### config.mk
export PLATFORM = sky130hd
export DESIGN_NAME = variable_width_adpcm_decoder
export DESIGN_NICKNAME = d
export VERILOG_FILES = /design/src/rtl/vwad_pkg.sv /design/src/rtl/variable_width_adpcm_decoder.sv /design/src/rtl/vwad_diff_unit.sv
export VERILOG_INCLUDE_DIRS = /design/src /design/src/rtl
export SDC_FILE = /design/constraint.sdc
export NUM_CORES = 1
export LEC_CHECK = 0
export BUFFER_PORTS_ARGS = -buffer_cell sky130_fd_sc_hd__clkbuf_2
export CAP_MARGIN = 20
export CORE_MARGIN = 2
export CORE_UTILIZATION = 49
export CTS_CLUSTER_SIZE = 25
export DETAILED_ROUTE_END_ITERATION = 6
export PLACE_DENSITY = 0.65
export RECOVER_POWER = 50
export SYNTH_ARGS = -nofsm -noshare
export SYNTH_HDL_FRONTEND = slang
export SYNTH_HIERARCHICAL = 1
export SYNTH_SLANG_ARGS = --single-unit
### constraint.sdc
create_clock -name clk -period 7.6 [get_ports clk]
set_clock_uncertainty 0.15 [all_clocks]
set_input_delay 1.14 -clock clk [delete_from_list [all_inputs] [get_ports clk]]
set_output_delay 1.14 -clock clk [all_outputs]
set_load 0.02 [all_outputs]
### src/rtl/variable_width_adpcm_decoder_defines.svh
// Assertion macros for the variable-width ADPCM decoder.
// Used by variable_width_adpcm_decoder.sv; expects clk and rst_n in scope.
`ifndef VARIABLE_WIDTH_ADPCM_DECODER_DEFINES_SVH
`define VARIABLE_WIDTH_ADPCM_DECODER_DEFINES_SVH

`ifndef SYNTHESIS

// antecedent implies consequent in the same cycle
`define VWAD_ASSERT_SAME(label, ante, cons) \
    label: assert property (@(posedge clk) disable iff (!rst_n) (ante) |-> (cons)) \
        else $error("vwad assertion failed");

// antecedent implies consequent in the next cycle
`define VWAD_ASSERT_NEXT(label, ante, cons) \
    label: assert property (@(posedge clk) disable iff (!rst_n) (ante) |=> (cons)) \
        else $error("vwad assertion failed");

`else

`define VWAD_ASSERT_SAME(label, ante, cons)
`define VWAD_ASSERT_NEXT(label, ante, cons)

`endif

`endif

### src/rtl/vwad_pkg.sv
// Shared types, constants and step table for the variable-width ADPCM decoder.
// No dependencies.
package vwad_pkg;

    localparam logic [6:0] IDX_MAX      = 7'd79;
    localparam logic [6:0] IDX_WIDE_MIN = 7'd18;
    localparam logic [6:0] IDX_RESET    = 7'd40;
    localparam logic signed [16:0] PRED_MIN = -17'sd2048;
    localparam logic signed [16:0] PRED_MAX = 17'sd2047;

    // one code handed to the difference unit
    typedef struct packed {
        logic [6:0] cur_idx;
        logic [3:0] code;
        logic       wide;
    } code_req_t;

    function automatic logic [13:0] step_size(input logic [6:0] idx);
        logic [13:0] s;
        unique case (idx)
            7'd0:  s = 14'd7;     7'd1:  s = 14'd8;     7'd2:  s = 14'd9;
            7'd3:  s = 14'd10;    7'd4:  s = 14'd11;    7'd5:  s = 14'd12;
            7'd6:  s = 14'd13;    7'd7:  s = 14'd14;    7'd8:  s = 14'd16;
            7'd9:  s = 14'd17;    7'd10: s = 14'd19;    7'd11: s = 14'd21;
            7'd12: s = 14'd23;    7'd13: s = 14'd25;    7'd14: s = 14'd28;
            7'd15: s = 14'd31;    7'd16: s = 14'd34;    7'd17: s = 14'd37;
            7'd18: s = 14'd41;    7'd19: s = 14'd45;    7'd20: s = 14'd50;
            7'd21: s = 14'd55;    7'd22: s = 14'd60;    7'd23: s = 14'd66;
            7'd24: s = 14'd73;    7'd25: s = 14'd80;    7'd26: s = 14'd88;
            7'd27: s = 14'd97;    7'd28: s = 14'd107;   7'd29: s = 14'd118;
            7'd30: s = 14'd130;   7'd31: s = 14'd143;   7'd32: s = 14'd157;
            7'd33: s = 14'd173;   7'd34: s = 14'd190;   7'd35: s = 14'd209;
            7'd36: s = 14'd230;   7'd37: s = 14'd253;   7'd38: s = 14'd279;
            7'd39: s = 14'd307;   7'd40: s = 14'd337;   7'd41: s = 14'd371;
            7'd42: s = 14'd408;   7'd43: s = 14'd449;   7'd44: s = 14'd494;
            7'd45: s = 14'd544;   7'd46: s = 14'd598;   7'd47: s = 14'd658;
            7'd48: s = 14'd724;   7'd49: s = 14'd796;   7'd50: s = 14'd876;
            7'd51: s = 14'd963;   7'd52: s = 14'd1060;  7'd53: s = 14'd1166;
            7'd54: s = 14'd1282;  7'd55: s = 14'd1411;  7'd56: s = 14'd1552;
            7'd57: s = 14'd1707;  7'd58: s = 14'd1878;  7'd59: s = 14'd2066;
            7'd60: s = 14'd2272;  7'd61: s = 14'd2499;  7'd62: s = 14'd2749;
            7'd63: s = 14'd3024;  7'd64: s = 14'd3327;  7'd65: s = 14'd3660;
            7'd66: s = 14'd4026;  7'd67: s = 14'd4428;  7'd68: s = 14'd4871;
            7'd69: s = 14'd5358;  7'd70: s = 14'd5894;  7'd71: s = 14'd6484;
            7'd72: s = 14'd7132;  7'd73: s = 14'd7845;  7'd74: s = 14'd8630;
            7'd75: s = 14'd9493;  7'd76: s = 14'd10442; 7'd77: s = 14'd11487;
            7'd78: s = 14'd12635; 7'd79: s = 14'd13899;
            default: s = 14'd0;
        endcase
        return s;
    endfunction

endpackage

### src/rtl/variable_width_adpcm_decoder.sv
// Top level of the variable-width ADPCM decoder: sequencer, predictor, output register.
// Depends on vwad_pkg, vwad_diff_unit and variable_width_adpcm_decoder_defines.svh.
//
//  channel   direction  handshake             payload
//  input     in         in_valid / in_stall   data_byte, first_of_track
//  output    out        out_valid / out_stall pcm_sample, last_of_byte
//  config    in         cfg_valid / cfg_ready cfg_data (initial_step_index)
//
// Each code passes through S_DIFF, in the difference unit, then S_APPLY, in the
// predictor adder and clamp, which waits while the output is stalled. A byte holds
// 2 to 4 codes.
// in_stall is high while a byte is being decoded. Reset clears the predictor
// and loads step index 40; cfg_ready is always high.
module variable_width_adpcm_decoder (
    input  logic               clk,
    input  logic               rst_n,
    input  logic               in_valid,
    output logic               in_stall,
    input  logic [7:0]         data_byte,
    input  logic               first_of_track,
    output logic               out_valid,
    input  logic               out_stall,
    output logic signed [15:0] pcm_sample,
    output logic               last_of_byte,
    input  logic               cfg_valid,
    output logic               cfg_ready,
    input  logic [6:0]         cfg_data
);
    import vwad_pkg::*;

    `include "variable_width_adpcm_decoder_defines.svh"

    localparam logic [1:0] S_IDLE  = 2'd0;
    localparam logic [1:0] S_DIFF  = 2'd1;
    localparam logic [1:0] S_APPLY = 2'd2;

    logic [1:0]         state_reg, state_next;
    logic [6:0]         init_idx_reg, init_idx_next;
    logic [6:0]         idx_reg, idx_next;
    logic signed [11:0] pred_reg, pred_next;
    logic [7:0]         bits_reg, bits_next;
    logic [3:0]         pos_reg, pos_next;
    logic               last_reg, last_next;
    logic signed [15:0] diff_reg, diff_next;
    logic               out_valid_reg, out_valid_next;
    logic signed [15:0] sample_reg, sample_next;
    logic               out_last_reg, out_last_next;

    code_req_t          req;
    logic signed [15:0] unit_diff;
    logic [6:0]         unit_idx;
    logic               wide;
    logic               out_free;
    logic               in_take;
    logic signed [16:0] sum;
    logic [6:0]         load_idx;

    vwad_diff_unit u_diff (
        .req        (req),
        .diff       (unit_diff),
        .index_next (unit_idx)
    );

    assign in_stall   = (state_reg != S_IDLE);
    assign in_take    = in_valid && !in_stall;
    assign cfg_ready  = 1'b1;
    assign out_valid  = out_valid_reg;
    assign pcm_sample = sample_reg;
    assign last_of_byte = out_last_reg;
    assign out_free   = !out_valid_reg || !out_stall;

    // 4-bit code unless index is low or only two bits remain
    assign wide = (idx_reg >= IDX_WIDE_MIN) && (pos_reg <= 4'd4);
    assign load_idx = (init_idx_reg > IDX_MAX) ? IDX_MAX : init_idx_reg;

    always_comb
    begin
        req.cur_idx = idx_reg;
        req.wide    = wide;
        req.code    = wide ? bits_reg[3:0] : {2'b00, bits_reg[1:0]};
        sum = $signed({{5{pred_reg[11]}}, pred_reg}) + $signed({diff_reg[15], diff_reg});
    end

    always_comb
    begin
        state_next     = state_reg;
        init_idx_next  = (cfg_valid && cfg_ready) ? cfg_data : init_idx_reg;
        idx_next       = idx_reg;
        pred_next      = pred_reg;
        bits_next      = bits_reg;
        pos_next       = pos_reg;
        last_next      = last_reg;
        diff_next      = diff_reg;
        sample_next    = sample_reg;
        out_last_next  = out_last_reg;
        out_valid_next = out_valid_reg && out_stall;

        unique case (state_reg)
            S_IDLE:
            begin
                if (in_take)
                begin
                    if (first_of_track)
                    begin
                        pred_next = 12'sd0;
                        idx_next  = load_idx;
                    end
                    bits_next  = data_byte;
                    pos_next   = 4'd0;
                    state_next = S_DIFF;
                end
            end
            S_DIFF:
            begin
                diff_next  = unit_diff;
                idx_next   = unit_idx;
                bits_next  = wide ? (bits_reg >> 4) : (bits_reg >> 2);
                pos_next   = pos_reg + (wide ? 4'd4 : 4'd2);
                last_next  = pos_next[3];
                state_next = S_APPLY;
            end
            S_APPLY:
            begin
                if (out_free)
                begin
                    priority if (sum < PRED_MIN)
                        pred_next = PRED_MIN[11:0];
                    else if (sum > PRED_MAX)
                        pred_next = PRED_MAX[11:0];
                    else
                        pred_next = sum[11:0];
                    sample_next    = {pred_next, 4'b0000};
                    out_last_next  = last_reg;
                    out_valid_next = 1'b1;
                    state_next     = last_reg ? S_IDLE : S_DIFF;
                end
            end
            default:
            begin
                state_next = S_IDLE;
            end
        endcase
    end

    always_ff @(posedge clk or negedge rst_n)
    begin
        if (!rst_n)
        begin
            state_reg     <= S_IDLE;
            init_idx_reg  <= IDX_RESET;
            idx_reg       <= IDX_RESET;
            pred_reg      <= 12'sd0;
            out_valid_reg <= 1'b0;
        end
        else
        begin
            state_reg     <= state_next;
            init_idx_reg  <= init_idx_next;
            idx_reg       <= idx_next;
            pred_reg      <= pred_next;
            out_valid_reg <= out_valid_next;
        end
    end

    always_ff @(posedge clk)
    begin
        bits_reg     <= bits_next;
        pos_reg      <= pos_next;
        last_reg     <= last_next;
        diff_reg     <= diff_next;
        sample_reg   <= sample_next;
        out_last_reg <= out_last_next;
    end

    `VWAD_ASSERT_SAME(a_idx_range, 1'b1, idx_reg <= IDX_MAX)
    `VWAD_ASSERT_NEXT(a_accept_starts, in_valid && !in_stall, state_reg == S_DIFF)
    `VWAD_ASSERT_NEXT(a_apply_emits, (state_reg == S_APPLY) && out_free, out_valid_reg)

endmodule

### src/rtl/vwad_diff_unit.sv
// Difference and step-index update for one ADPCM code (2- or 4-bit).
// Depends on vwad_pkg.
module vwad_diff_unit (
    input  vwad_pkg::code_req_t  req,
    output logic signed [15:0]   diff,
    output logic [6:0]           index_next
);
    import vwad_pkg::*;

    logic [13:0] step;
    logic [14:0] mag;
    logic        neg;
    logic        dec;
    logic [7:0]  inc;
    logic [7:0]  idx_up;

    always_comb
    begin
        step = step_size(req.cur_idx);
        mag  = {4'b0, step[13:3]};
        if (req.wide)
        begin
            if (req.code[0]) mag = mag + {3'b0, step[13:2]};
            if (req.code[1]) mag = mag + {2'b0, step[13:1]};
            if (req.code[2]) mag = mag + {1'b0, step};
            neg = req.code[3];
            dec = !req.code[2];
            // +2,+4,+6,+8 from the low two bits
            inc = {5'b0, req.code[1:0], 1'b0} + 8'd2;
        end
        else
        begin
            if (req.code[0]) mag = mag + {1'b0, step};
            neg = req.code[1];
            dec = !req.code[0];
            inc = 8'd2;
        end
        diff = neg ? -$signed({1'b0, mag}) : $signed({1'b0, mag});

        idx_up = {1'b0, req.cur_idx} + inc;
        if (dec)
            index_next = (req.cur_idx == 7'd0) ? 7'd0 : req.cur_idx - 7'd1;
        else
            index_next = (idx_up > {1'b0, IDX_MAX}) ? IDX_MAX : idx_up[6:0];
    end

endmodule

# --- Yosys cells after proc, flatten, opt, wreduce, memory -nomap -nowiden ---
# Memory sizes are Yosys's and may differ from the RTL's.
# Cells that the tools add are included.
# Widths: inputs -> output; s select.
totals:
  ff_bits: 71
  mem_bits_ro: 1792
  in_bits: 21
  out_inout_bits: 20
  word_cells: 90
  mem_count: 1
memory_table:
  columns: ["memory", "depth", "width", "read_ports", "rd_ports_with_merged_regs", "wr", "line", "rtl"]
  rows:
  - ["(no name shown)", 128, 14, 1, 0, 0, "vwad_pkg.sv:20", "unique case (idx)"]
classes:
  add_sub_neg: 10
  order_cmp: 6
  eq_ne: 5
  n_mux: 37
  n_reduce_logical: 19
op_table:
  columns: ["operator", "n"]
  rows:
  - ["$mux 15", 8]
  - ["$mux 12", 5]
  - ["$mux 7", 6]
  - ["$pmux 12 s2", 1]
  - ["$add 12x16->17", 1]
  - ["$gt 17x12->1 const B", 1]
  - ["$lt 17x12->1 const B", 1]
  - ["$mux 8", 2]
  - ["$neg 15->16", 1]
  - ["$pmux 8 s2", 1]
  - ["$add 11x14->15", 1]
  - ["$add 15x13->15", 1]
  - ["$add 15x14->15", 1]
  - ["$pmux 7 s2", 1]
  - ["$add 11x12->13", 1]
  - ["$add 7x8->8", 1]
  - ["$gt 8x7->1 const B", 1]
  - ["$mux 4", 2]
  - ["$pmux 4 s2", 1]
  - ["$ge 7x5->1 const B", 1]
  - ["$gt 7x7->1 const B", 1]
  - ["$logic_not 7->1", 1]
  - ["$sub 7x1->7 const B", 1]
  - ["$mux 6", 1]
  - ["18 further kinds", 35]

# --- Logic depth before layout (Yosys ltp) ---
# Gate-level depths: netlist (run 1).
depth:
  ltp_word: 13
  ltp_mapped: 35
  depth_no_buf: 33

# --- By module ---
# The synthesis (run 1) kept the hierarchy.
modules_own_cells:
  columns: ["mod", "n_inst", "cells_each", "area_per_inst_um2", "seq_area_each_um2"]
  rows:
  - ["vwad_diff_unit", 1, 775, 5636.7, 0.0]
  - ["variable_width_adpcm_decoder", 1, 340, 3756.1, 1961.9]

# --- Worst setup path before layout (run 1) ---
# Ideal clock, no wire load.
synth_path:
  path_type: "register to register"
  from: "register idx_reg[1]"
  to: "register diff_reg[13], data pin"
  setup_ns: 0.268
  arrival_time_ns: 7.178
  required_time_ns: 7.182
  path_slack_ns: 0.005
  stages_incl_launch_ff: 33
  path_buffers: 1
  period_less_slack_ns: 7.595
  cell_sequence: "dfrtp_1 > buf_2 > inv_1 > ha_1 > inv_1 > ha_1 > and2_1 > o32a_1 > a32o_1 > or2_2 > ha_1 > fa_1 > a211oi_2 > o21bai_1 > mux2i_1 > a31oi_4 > ha_1 > a21o_1 > o21a_1 > o21ai_1 > nand2b_1 > a21oi_1 > xnor2_1 > mux2_2 > ha_1 > nand3_1 > o31ai_1 > a31oi_1 > mux2i_1 > o221ai_2 > nor4_2 > a31oi_1 > xor2_1"
synth_between:
  elab_chain_cells: 12
  elab_cells_between_ends: 18
  classes_between: "add/sub (5); order compare (1); mux (10); reduce/logical (1); memory (1)"
synth_rtl:
  columns: ["element", "line", "rtl"]
  rows:
  - ["start: declaration", "variable_width_adpcm_decoder.sv:39", "logic [6:0] idx_reg, idx_next;"]
  - ["start signal: assignment", "variable_width_adpcm_decoder.sv:159", "idx_reg <= idx_next;"]
  - ["$mem_v2 128x14", null, null]
  - ["$add 11x12->13", "vwad_diff_unit.sv:23", "if (req.code[0]) mag = mag + {3'b0, step[13:2]};"]
  - ["$mux 15", "vwad_diff_unit.sv:23", null]
  - ["$mux 15", "vwad_diff_unit.sv:21", "if (req.wide)"]
  - ["$add 15x13->15", "vwad_diff_unit.sv:24", "if (req.code[1]) mag = mag + {2'b0, step[13:1]};"]
  - ["$mux 15", "vwad_diff_unit.sv:24", null]
  - ["$mux 15", "vwad_diff_unit.sv:21", null]
  - ["$add 15x14->15", "vwad_diff_unit.sv:25", "if (req.code[2]) mag = mag + {1'b0, step};"]
  - ["$mux 15", "vwad_diff_unit.sv:25", null]
  - ["$mux 15", "vwad_diff_unit.sv:21", null]
  - ["$neg 15->16", "vwad_diff_unit.sv:38", "diff = neg ? -$signed({1'b0, mag}) : $signed({1'b0, mag});"]
  - ["$mux 15 (*)", "vwad_diff_unit.sv:38", null]
  - ["named net unit_diff[13]", "variable_width_adpcm_decoder.sv:50", "logic signed [15:0] unit_diff;"]
  - ["end signal: assignment", "variable_width_adpcm_decoder.sv:170", "diff_reg <= diff_next;"]
  - ["end: declaration", "variable_width_adpcm_decoder.sv:44", "logic signed [15:0] diff_reg, diff_next;"]
# Mark *: on every way through the listed nets, which the timed path passes. The rest lies on a longest branch. The select of a mux whose other input is x is not followed.
# A chain may end at the register's enable or synchronous reset.

# --- Worst setup path in the final report (run 1) ---
layout_path:
  from: "register idx_reg[3]"
  to: "register diff_reg[13], data pin"
# The elaborated chain is that of the path after synthesis.

==> out/summary.txt, run 1 <==
Outcome: finished, violations left
Failing checks: capacitance limit, slew limit
Critical Setup Path Class: register to register
Synth Instances: 1115
Post-synth top flop: edfxtp_1
Ratio of final minimum period to clock period: 95.7%
First-pass GRT wire length: 41.8 mm
Synth Area in Adders: 13.2%
DIE HEIGHT: 142 um
Layout area overhead: 9.12%
Startpoint Class: register
Final Slew Violations: 30
Largest register FFs: 16
Fin nets: 1264
Mux contribution to synthesized area: 4.18%
Cell taking the most area after synthesis: edfxtp_1
# rows: 50
Initial core utilization: 50.0%
Core Box Area: 0.0188 sq mm
CTS tree: yes
# H-tree levels: 3
RSZ-0062 raised after global routing: false
# diodes: 0
Root buffer cell: clkbuf_16
Routability-driven placement congestion ratio: 0.945
R2r endpoint: diff_reg[13]
Vias in the first global route: 8112
Maximum clock path buffer count: 2
Worst EP arrival: 7.18 ns
Synth Area in XOR/XNOR: 5.69%
Mapped Area: 0.00939 sq mm
Achievable Freq: 137 MHz
Asr flop ratio synth: 41.4%
Synthesized area per cell: 8.42 sq um
Worst r2r path cells: 26
Share of the synthesized area in the top cell type: 13.1%
Crit. Startpoint: idx_reg[3]
Yosys warns: 6
DRC: 0
GRT Overall Usage: 25.4%
Worst skew pair latency: 0.33 ns
Synth Area in Compound Gates: 30.1%
1st-iter DRT viols: 632
CP Capture Type: register
Setup-failing EPs final: 0
EDFF count, synth: 41
DR vias: 8674
Avg WL per Cell: 18.7 um
Final wirelength: 26.0 mm
Worst-path clk slew: 0.06 ns
CP Capture Point: diff_reg[13]
Least-Margin Pin Slew: 1.67 ns
Post-Synth Simple-Gate Area: 20.2%
Ports: 41
Clock sinks: 70
Hold Fails Final Rpt: 0
Main combinational cell family by area after synthesis: compound AO/OA/AOI/OAI gates
Layout fillers: 1763
Via/cell ratio: 6.25
Final global-route overflow total: 0
I/O Buffers: 35
Post-layout min period: 7.27 ns
Die Width: 142 um
R2R setup slack: 0.33 ns
Post-DP HPWL: 20.0 mm
Largest net degree at the start of global routing: 56
Critical-path maximum fanout: 23
Hold crit path type: register to register
Number of synthesized register bits: 70
Share of layout cells above drive strength 1: 16.6%
CP required: 7.51 ns
Worst rel slew slack: -11.2%
Reg2reg start: idx_reg[3]
Die Area: 0.0203 sq mm
1st-pass router iterations: 6
Post-DRT Antenna Nets: 0
CTS Buf Count: 9
TNS Setup: 0 ns
Initial antenna violation count: 0
Max-Cap Viols: 1
Fin Hold WS: 0.323 ns
Seq/Total Area, Yosys: 20.9%
Synth cell types: 110
Synth area leaders: edfxtp_1 (13%), ha_1 (12%), dfrtp_1 (6.7%)
worst min path at each step:
stage	slack, ns	from	end	depth (start not counted)
CTS	0.33	last_reg	state_reg[0]	1
global placement	0.31	last_reg	last_of_byte	0
global route	0.36	last_reg	state_reg[0]	1
detailed placement	0.31	last_reg	last_of_byte	0
finish	0.32	last_reg	state_reg[0]	1
floorplan	0.27	last_reg	state_reg[0]	1
placed cells by master (no fill, tap or decap), drive strengths merged, types with 16 or more instances in the layout:
master / instances
a21o: 22
a21oi: 104
a31oi: 24
and2: 16
buf: 49
clkbuf: 45
dfrtp: 25
edfxtp: 41
ha: 88
inv: 42
mux2i: 19
nand2: 86
nand2b: 24
nor2: 115
nor2b: 20
nor3: 30
o21ai: 60
o31ai: 23
xnor2: 37
xor2: 24
cell families (layout without fill, tap and decap cells):
group | Yosys count | count (layout)
other cells | 2 | 5
mux | 35 | 35
xor+xnor | 61 | 61
simple gates | 372 | 372
flops | 70 | 70
fa+ha+maj | 95 | 95
buf+inv | 104 | 139
compound gates | 376 | 376
per-stage QoR:
step | cell area (sq um) | instances | setup WS (ns) | utilization (%)
floorplan | 9400 | 1118 | 0.00475 | -
global placement | 9840 | 1364 | 0.306 | 52.4
detailed placement | 9840 | 1364 | 0.123 | 52.4
CTS | 10100 | 1380 | 0.0546 | 54.0
global route | 10200 | 1387 | 0.0188 | 54.6
finish | 10200 | 1387 | 0.327 | 54.6
critical path, cell delays in order (launching register included):
cell,delay (ns)
dfstp_4,0.76
buf_4,0.25
nor2_2,0.11
a32oi_1,0.28
a31oi_1,0.18
or2_2,0.36
inv_1,0.25
ha_1,0.33
a21oi_1,0.29
a21oi_1,0.11
nand3b_1,0.19
a21oi_1,0.25
ha_1,0.34
a211o_1,0.30
o211a_1,0.26
nand2b_1,0.16
xor2_1,0.14
a221o_1,0.46
ha_4,0.28
and2_1,0.14
a31oi_1,0.23
a31oi_1,0.11
o21ai_0,0.19
nand4_1,0.24
a211oi_4,0.34
a31oi_1,0.14
xor2_1,0.17
area by class of cell:
type                       count  area, sq um  area share (%)
clock buffer                  10          229            2.23
sequential                    70         1970            19.2
clock inverter                 6         68.8           0.671
timing repair buffer          84          547            5.33
multi-input combinational    944         7000            68.3
tap                          234          293            2.86
inverter                      39          146            1.43
routing by layer:
layer	up-vias	wire length, um	GRT usage (%)
li1	4247	-	-
met1	4081	12100	35.9
met2	314	11600	40.9
met3	32	1780	3.23
met4	0	427	7.19
met5	-	0	0
synth_stat cells, drive strengths merged (6+ instances only):
| cell | n |
|---|---|
| or3 | 7 |
| buf | 40 |
| or2 | 7 |
| o211ai | 10 |
| a221oi | 8 |
| o21a | 9 |
| nor2 | 115 |
| o221ai | 6 |
| mux2i | 19 |
| edfxtp | 41 |
| xnor2 | 37 |
| o22ai | 12 |
| nor2b | 20 |
| nand3 | 15 |
| nand2 | 86 |
| nand2b | 24 |
| xor2 | 24 |
| nor3 | 30 |
| dfrtp | 25 |
| o31ai | 23 |
| and3 | 7 |
| ha | 88 |
| fa | 7 |
| a21o | 22 |
| clkbuf | 25 |
| a211o | 7 |
| o21bai | 7 |
| nor3b | 6 |
| and2 | 16 |
| nand4 | 10 |
| a211oi | 15 |
| a31oi | 24 |
| a311oi | 7 |
| o21ai | 60 |
| inv | 39 |
| mux2 | 14 |
| nor4 | 6 |
| a21oi | 104 |
timing repair:
item                       4_1_cts  5_1_grt
resized for setup                0       17
setup endpoints to repair        0        6
setup buffers                    0        6
hold buffers                     0        0
Power of run 1 is not shown: default switching activity piles up to over one toggle a cycle in this logic, so the estimate is an artifact.
==> inputs of run 2 (changes only) <==
Settings changed: GPL_TIMING_DRIVEN set to 0.
==> run 2 against run 1 <==
- die area stayed put
- worst hold slack worse by 0.021 ns
- sequential share of layout area decreased by 1.1 points
- fmax shrank 1.2%
- register-to-register slack got worse by 0.09 ns
- via count increased by 4.0%
- utilization up 3.3 points
- the flow still finishes with violations (capacitance limit, slew limit)
- count of clock-buffer cells in the layout is the same
- critical path depth up 3
- sequential cell count stayed put
- cell count is 4.0% higher
==> out/summary.txt, run 2 (synthesis gave the netlist of run 1 again) <==
Outcome: finished, violations left
Failing checks: capacitance limit, slew limit
CTS tree: yes
Root buffer cell: clkbuf_16
Fin Hold WS: 0.302 ns
Avg WL per Cell: 20.2 um
Global-route met3 utilization: 3.87%
CP dominant cell by count: a21oi_1
CP Capture Type: register
Maximum clock path buffer count: 2
Most common cell after layout, fill and taps aside: nor2_1
Design Area, Final: 0.0109 sq mm
Final Slew Violations: 30
Critical Setup Path Class: register to register
Ports: 41
FF+latch area: 0.00197 sq mm
# rows: 50
Die Area: 0.0203 sq mm
Startpoint Class: register
Setup WS post-layout: 0.237 ns
1st-iter DRT viols: 899
1st-pass router iterations: 7
CP required: 7.53 ns
Post-DRT Antenna Nets: 0
Share of layout cells above drive strength 1: 22.8%
Fin nets: 1319
Family with the most delay on the worst path: compound AO/OA/AOI/OAI gates
Achievable Freq: 136 MHz
Die Width: 142 um
DR vias: 9024
Post-DP HPWL: 22.0 mm
Initial core utilization: 50.0%
Max-Cap Viols: 1
Ratio of final minimum period to clock period: 96.9%
Post-layout min period: 7.36 ns
Hold crit path type: register to register
Hold Fails Final Rpt: 0
Worst-path clk slew: 0.06 ns
Vias in the first global route: 8505
Layout area overhead: 15.6%
Hold_buf cts: 0
Setup WS pre-CTS: -1.43 ns
Worst EP arrival: 7.29 ns
Initial antenna violation count: 0
Final wirelength: 29.1 mm
First-pass GRT wire length: 45.7 mm
Core Box Area: 0.0188 sq mm
DIE HEIGHT: 142 um
Critical-path maximum fanout: 7
Slowest CP cell: nor4b_2
Most frequent cells in the layout: nor2_1 (110), nand2_1 (85), a21oi_1 (85)
Via/cell ratio: 6.26
Area taken by multi-input logic gates: 0.00727 sq mm
Largest net degree at the start of global routing: 30
Least-Margin Pin Slew: 1.69 ns
I/O Buffers: 34
# H-tree levels: 3
GRT Overall Usage: 28.6%
Worst skew pair latency: 0.34 ns
CTS Buf Count: 9
Setup-failing EPs final: 0
Placed Instance Area: 0.00988 sq mm
# diodes: 0
Clock sinks: 70
Slowest stage delay, CP: 0.47 ns
Met1 Usage GRT: 40.0%
Layout fillers: 1716
CP Buf/Inv Count: 3
Largest register FFs: 16
Final global-route overflow total: 0
Met2 usage: 45.3%
DRC: 0
Global routing's busiest layer: met2
Worst rel slew slack: -12.8%
Routability-driven placement congestion ratio: 0.973
==> run 2: cell types whose count changed in the layout (fill, tap and decap cells not counted), sizes merged <==
cell and delta:
buf +32, clkbuf +23, clkinvlp +5, inv -4, bufinv -1
==> run 2: through the flow <==
stage | std cells | util [%] | TNS (ns)
6_report | 1442 | 57.9 | 0
4_1_cts | 1416 | 55.7 | 0
3_3_place_gp | 1386 | 52.6 | -10.22
3_5_place_dp | 1387 | 52.7 | -9.50
5_1_grt | 1442 | 57.9 | -0.128
2_1_floorplan | 1118 | - | 0
==> run 2: per-layer routing <==
layer	wire (um)	vias up	part of all wire (%)
met5	0	-	0
li1	-	4345	-
met2	13000	344	45
met1	13300	4282	46
met3	1960	53	6.7
met4	786	0	2.7
==> run 2: repair_timing <==
item,4_1_cts,5_1_grt
pin swaps,11,35
resized for setup,43,51
setup endpoints to repair,11,10
buffers inserted,15,26
==> run 2: final timing paths <==
kind / end / depth (start not counted) / slack, ns / startpoint
setup / recovery: diff_reg[14] / 29 / 0.24 / idx_reg[1]
hold / removal: last_of_byte / 0 / 0.30 / last_reg
setup reg to reg: diff_reg[14] / 29 / 0.24 / idx_reg[1]
hold reg to reg: last_of_byte / 0 / 0.30 / last_reg
max in group asynchronous: idx_reg[2] / 1 / 5.11 / rst_n
min in group asynchronous: state_reg[1] / 1 / 1.08 / rst_n
==> run 2: cell type report <==
class	count	area share, %
inverter	39	1.49
clock buffer	10	2.20
buffer	62	3.62
timing repair buffer	77	4.56
clock inverter	6	0.392
multi-input combinational	944	67.0
tap	234	2.70
sequential	70	18.1
Power of run 2 is left out for the same reason.
==> inputs of run 3 (changes only) <==
Settings changed: CELL_PAD_IN_SITES_DETAIL_PLACEMENT set to 0, CELL_PAD_IN_SITES_GLOBAL_PLACEMENT set to 2, CORE_UTILIZATION 49 to 40, PLACE_DENSITY 0.65 to 0.8, SLEW_MARGIN set to 20.
Clock period 7.6 ns to 8.1 ns, I/O delays scaled along.
==> run 3 against run 2 <==
- the flow still finishes with violations (capacitance limit, slew limit)
- cell count is 4.0% higher
- wire length increased by 3.5%
- global-route usage decreased by 4.0 points
- setup slack improved by 0.092 ns
- register-to-register slack improved by 0.09 ns
- utilization shrank 12 points
- count of clock-buffer cells in the layout unchanged
- first-iteration DRC count down 4.1%
- via count down 2.4%
- non-clock buffer count fell by 27
- critical path type unchanged
- critical endpoint unchanged
- largest cell class unchanged
==> out/summary.txt, run 3 (synthesis gave the netlist of run 1 again) <==
Slowest stage delay, CP: 0.46 ns
CP Buf/Inv Count: 3
Die Area: 0.0247 sq mm
CP required: 8.02 ns
Layout area overhead: 12.5%
Largest net degree at the start of global routing: 30
Worst hold endpoint: last_of_byte
Root buffer cell: clkbuf_16
First-pass GRT wire length: 47.5 mm
Most frequent cells in the layout: nor2_1 (110), a21oi_1 (89), nand2_1 (85)
Initial antenna violation count: 0
Avg WL per Cell: 20.1 um
TNS Setup: 0 ns
# diodes: 0
Largest register FFs: 16
RSZ-0062 raised after global routing: false
Critical Setup Path Class: register to register
Least-Margin Pin Slew: 1.63 ns
GRT Overall Usage: 24.6%
Ratio of final minimum period to clock period: 95.9%
Startpoint Class: register
Share of layout cells above drive strength 1: 18.3%
Vias in the first global route: 8400
Clock sinks: 70
Most common cell after layout, fill and taps aside: nor2_1
Hold Fails Final Rpt: 0
Post-DP HPWL: 23.5 mm
Fin nets: 1292
1st-pass router iterations: 5
Failing checks: capacitance limit, slew limit
Via/cell ratio: 5.87
Hold_buf cts: 0
Worst-path clk slew: 0.07 ns
CP dominant cell by count: xnor2_1
Family with the most delay on the worst path: compound AO/OA/AOI/OAI gates
DIE HEIGHT: 157 um
Worst r2r path cells: 32
Worst skew pair latency: 0.33 ns
Slowest CP cell: dfrtp_2
# H-tree levels: 3
CP Capture Type: register
WHS Path Cells: 0
Setup-failing EPs final: 0
Worst EP arrival: 7.69 ns
Die Width: 157 um
Post-DRT Antenna Nets: 0
Outcome: finished, violations left
Routability-driven placement congestion ratio: 0.949
Start point of the worst hold path: last_reg
Maximum clock path buffer count: 2
Reg2reg start: idx_reg[1]
Post-layout min period: 7.77 ns
Initial core utilization: 40.4%
R2r endpoint: diff_reg[14]
# rows: 56
DRC: 0
Final wirelength: 30.1 mm
Critical-path maximum fanout: 10
Max-Cap Viols: 1
Final core occ: 45.4%
1st-iter DRT viols: 862
Ports: 41
R2R setup slack: 0.33 ns
Final global-route overflow total: 0
DR vias: 8807
I/O Buffers: 34
CTS tree: yes
CTS Buf Count: 9
Worst rel slew slack: -8.80%
Final Slew Violations: 30
Core Box Area: 0.0233 sq mm
Achievable Freq: 129 MHz
Hold crit path type: register to register
[run 3: cell type report]
type	count	area [sq um]
inverter	39	161
buffer	62	384
multi-input combinational	944	7080
tap	319	399
fill	2401	12700
timing repair buffer	50	272
sequential	70	1970
clock buffer	10	250
clock inverter	6	48.8
[run 3: worst reg2reg max path: cells and delay by family, from the launching register on]
family	cells	cell delay (ns)
xor+xnor	3	0.39
simple gates	5	0.76
fa+ha+maj	6	1.79
compound gates	13	2.98
mux	2	0.45
buf+inv	3	0.53
flops	1	0.46
[run 3: worst max-delay path by stage]
stage                     from      endpoint  cells after the start
global placement    idx_reg[1]  diff_reg[13]                     32
CTS                 idx_reg[0]  diff_reg[14]                     30
global route        idx_reg[1]  diff_reg[14]                     28
detailed placement  idx_reg[1]  diff_reg[13]                     32
floorplan           idx_reg[1]  diff_reg[13]                     32
finish              idx_reg[1]  diff_reg[14]                     32
[run 3: routing by layer]
metal	wire [um]	track usage [%]	vias to the layer above
li1	-	-	4301
met3	1880	3.36	48
met4	598	5.93	0
met2	13400	39.2	305
met5	0	0	-
met1	14300	35.0	4153
[run 3: timing repair]
action                     4_1_cts  5_1_grt
pin swaps                        4        8
cloned                           0        0
resized for setup               21       25
setup buffers                    5       10
setup endpoints to repair       10        7
[run 3: per-stage QoR]
| step | cell area (sq um) | instances | setup WS, ns | hold WS, ns |
|---|---|---|---|---|
| floorplan | 9400 | 1118 | 0.505 | 0.270 |
| global placement | 9970 | 1471 | -1.09 | 0.288 |
| detailed placement | 9990 | 1472 | -0.988 | 0.301 |
| CTS | 10400 | 1492 | 0.0162 | 0.315 |
| global route | 10600 | 1500 | 0.00624 | 0.342 |
| finish | 10600 | 1500 | 0.329 | 0.316 |
Power of run 3 is left out for the same reason.
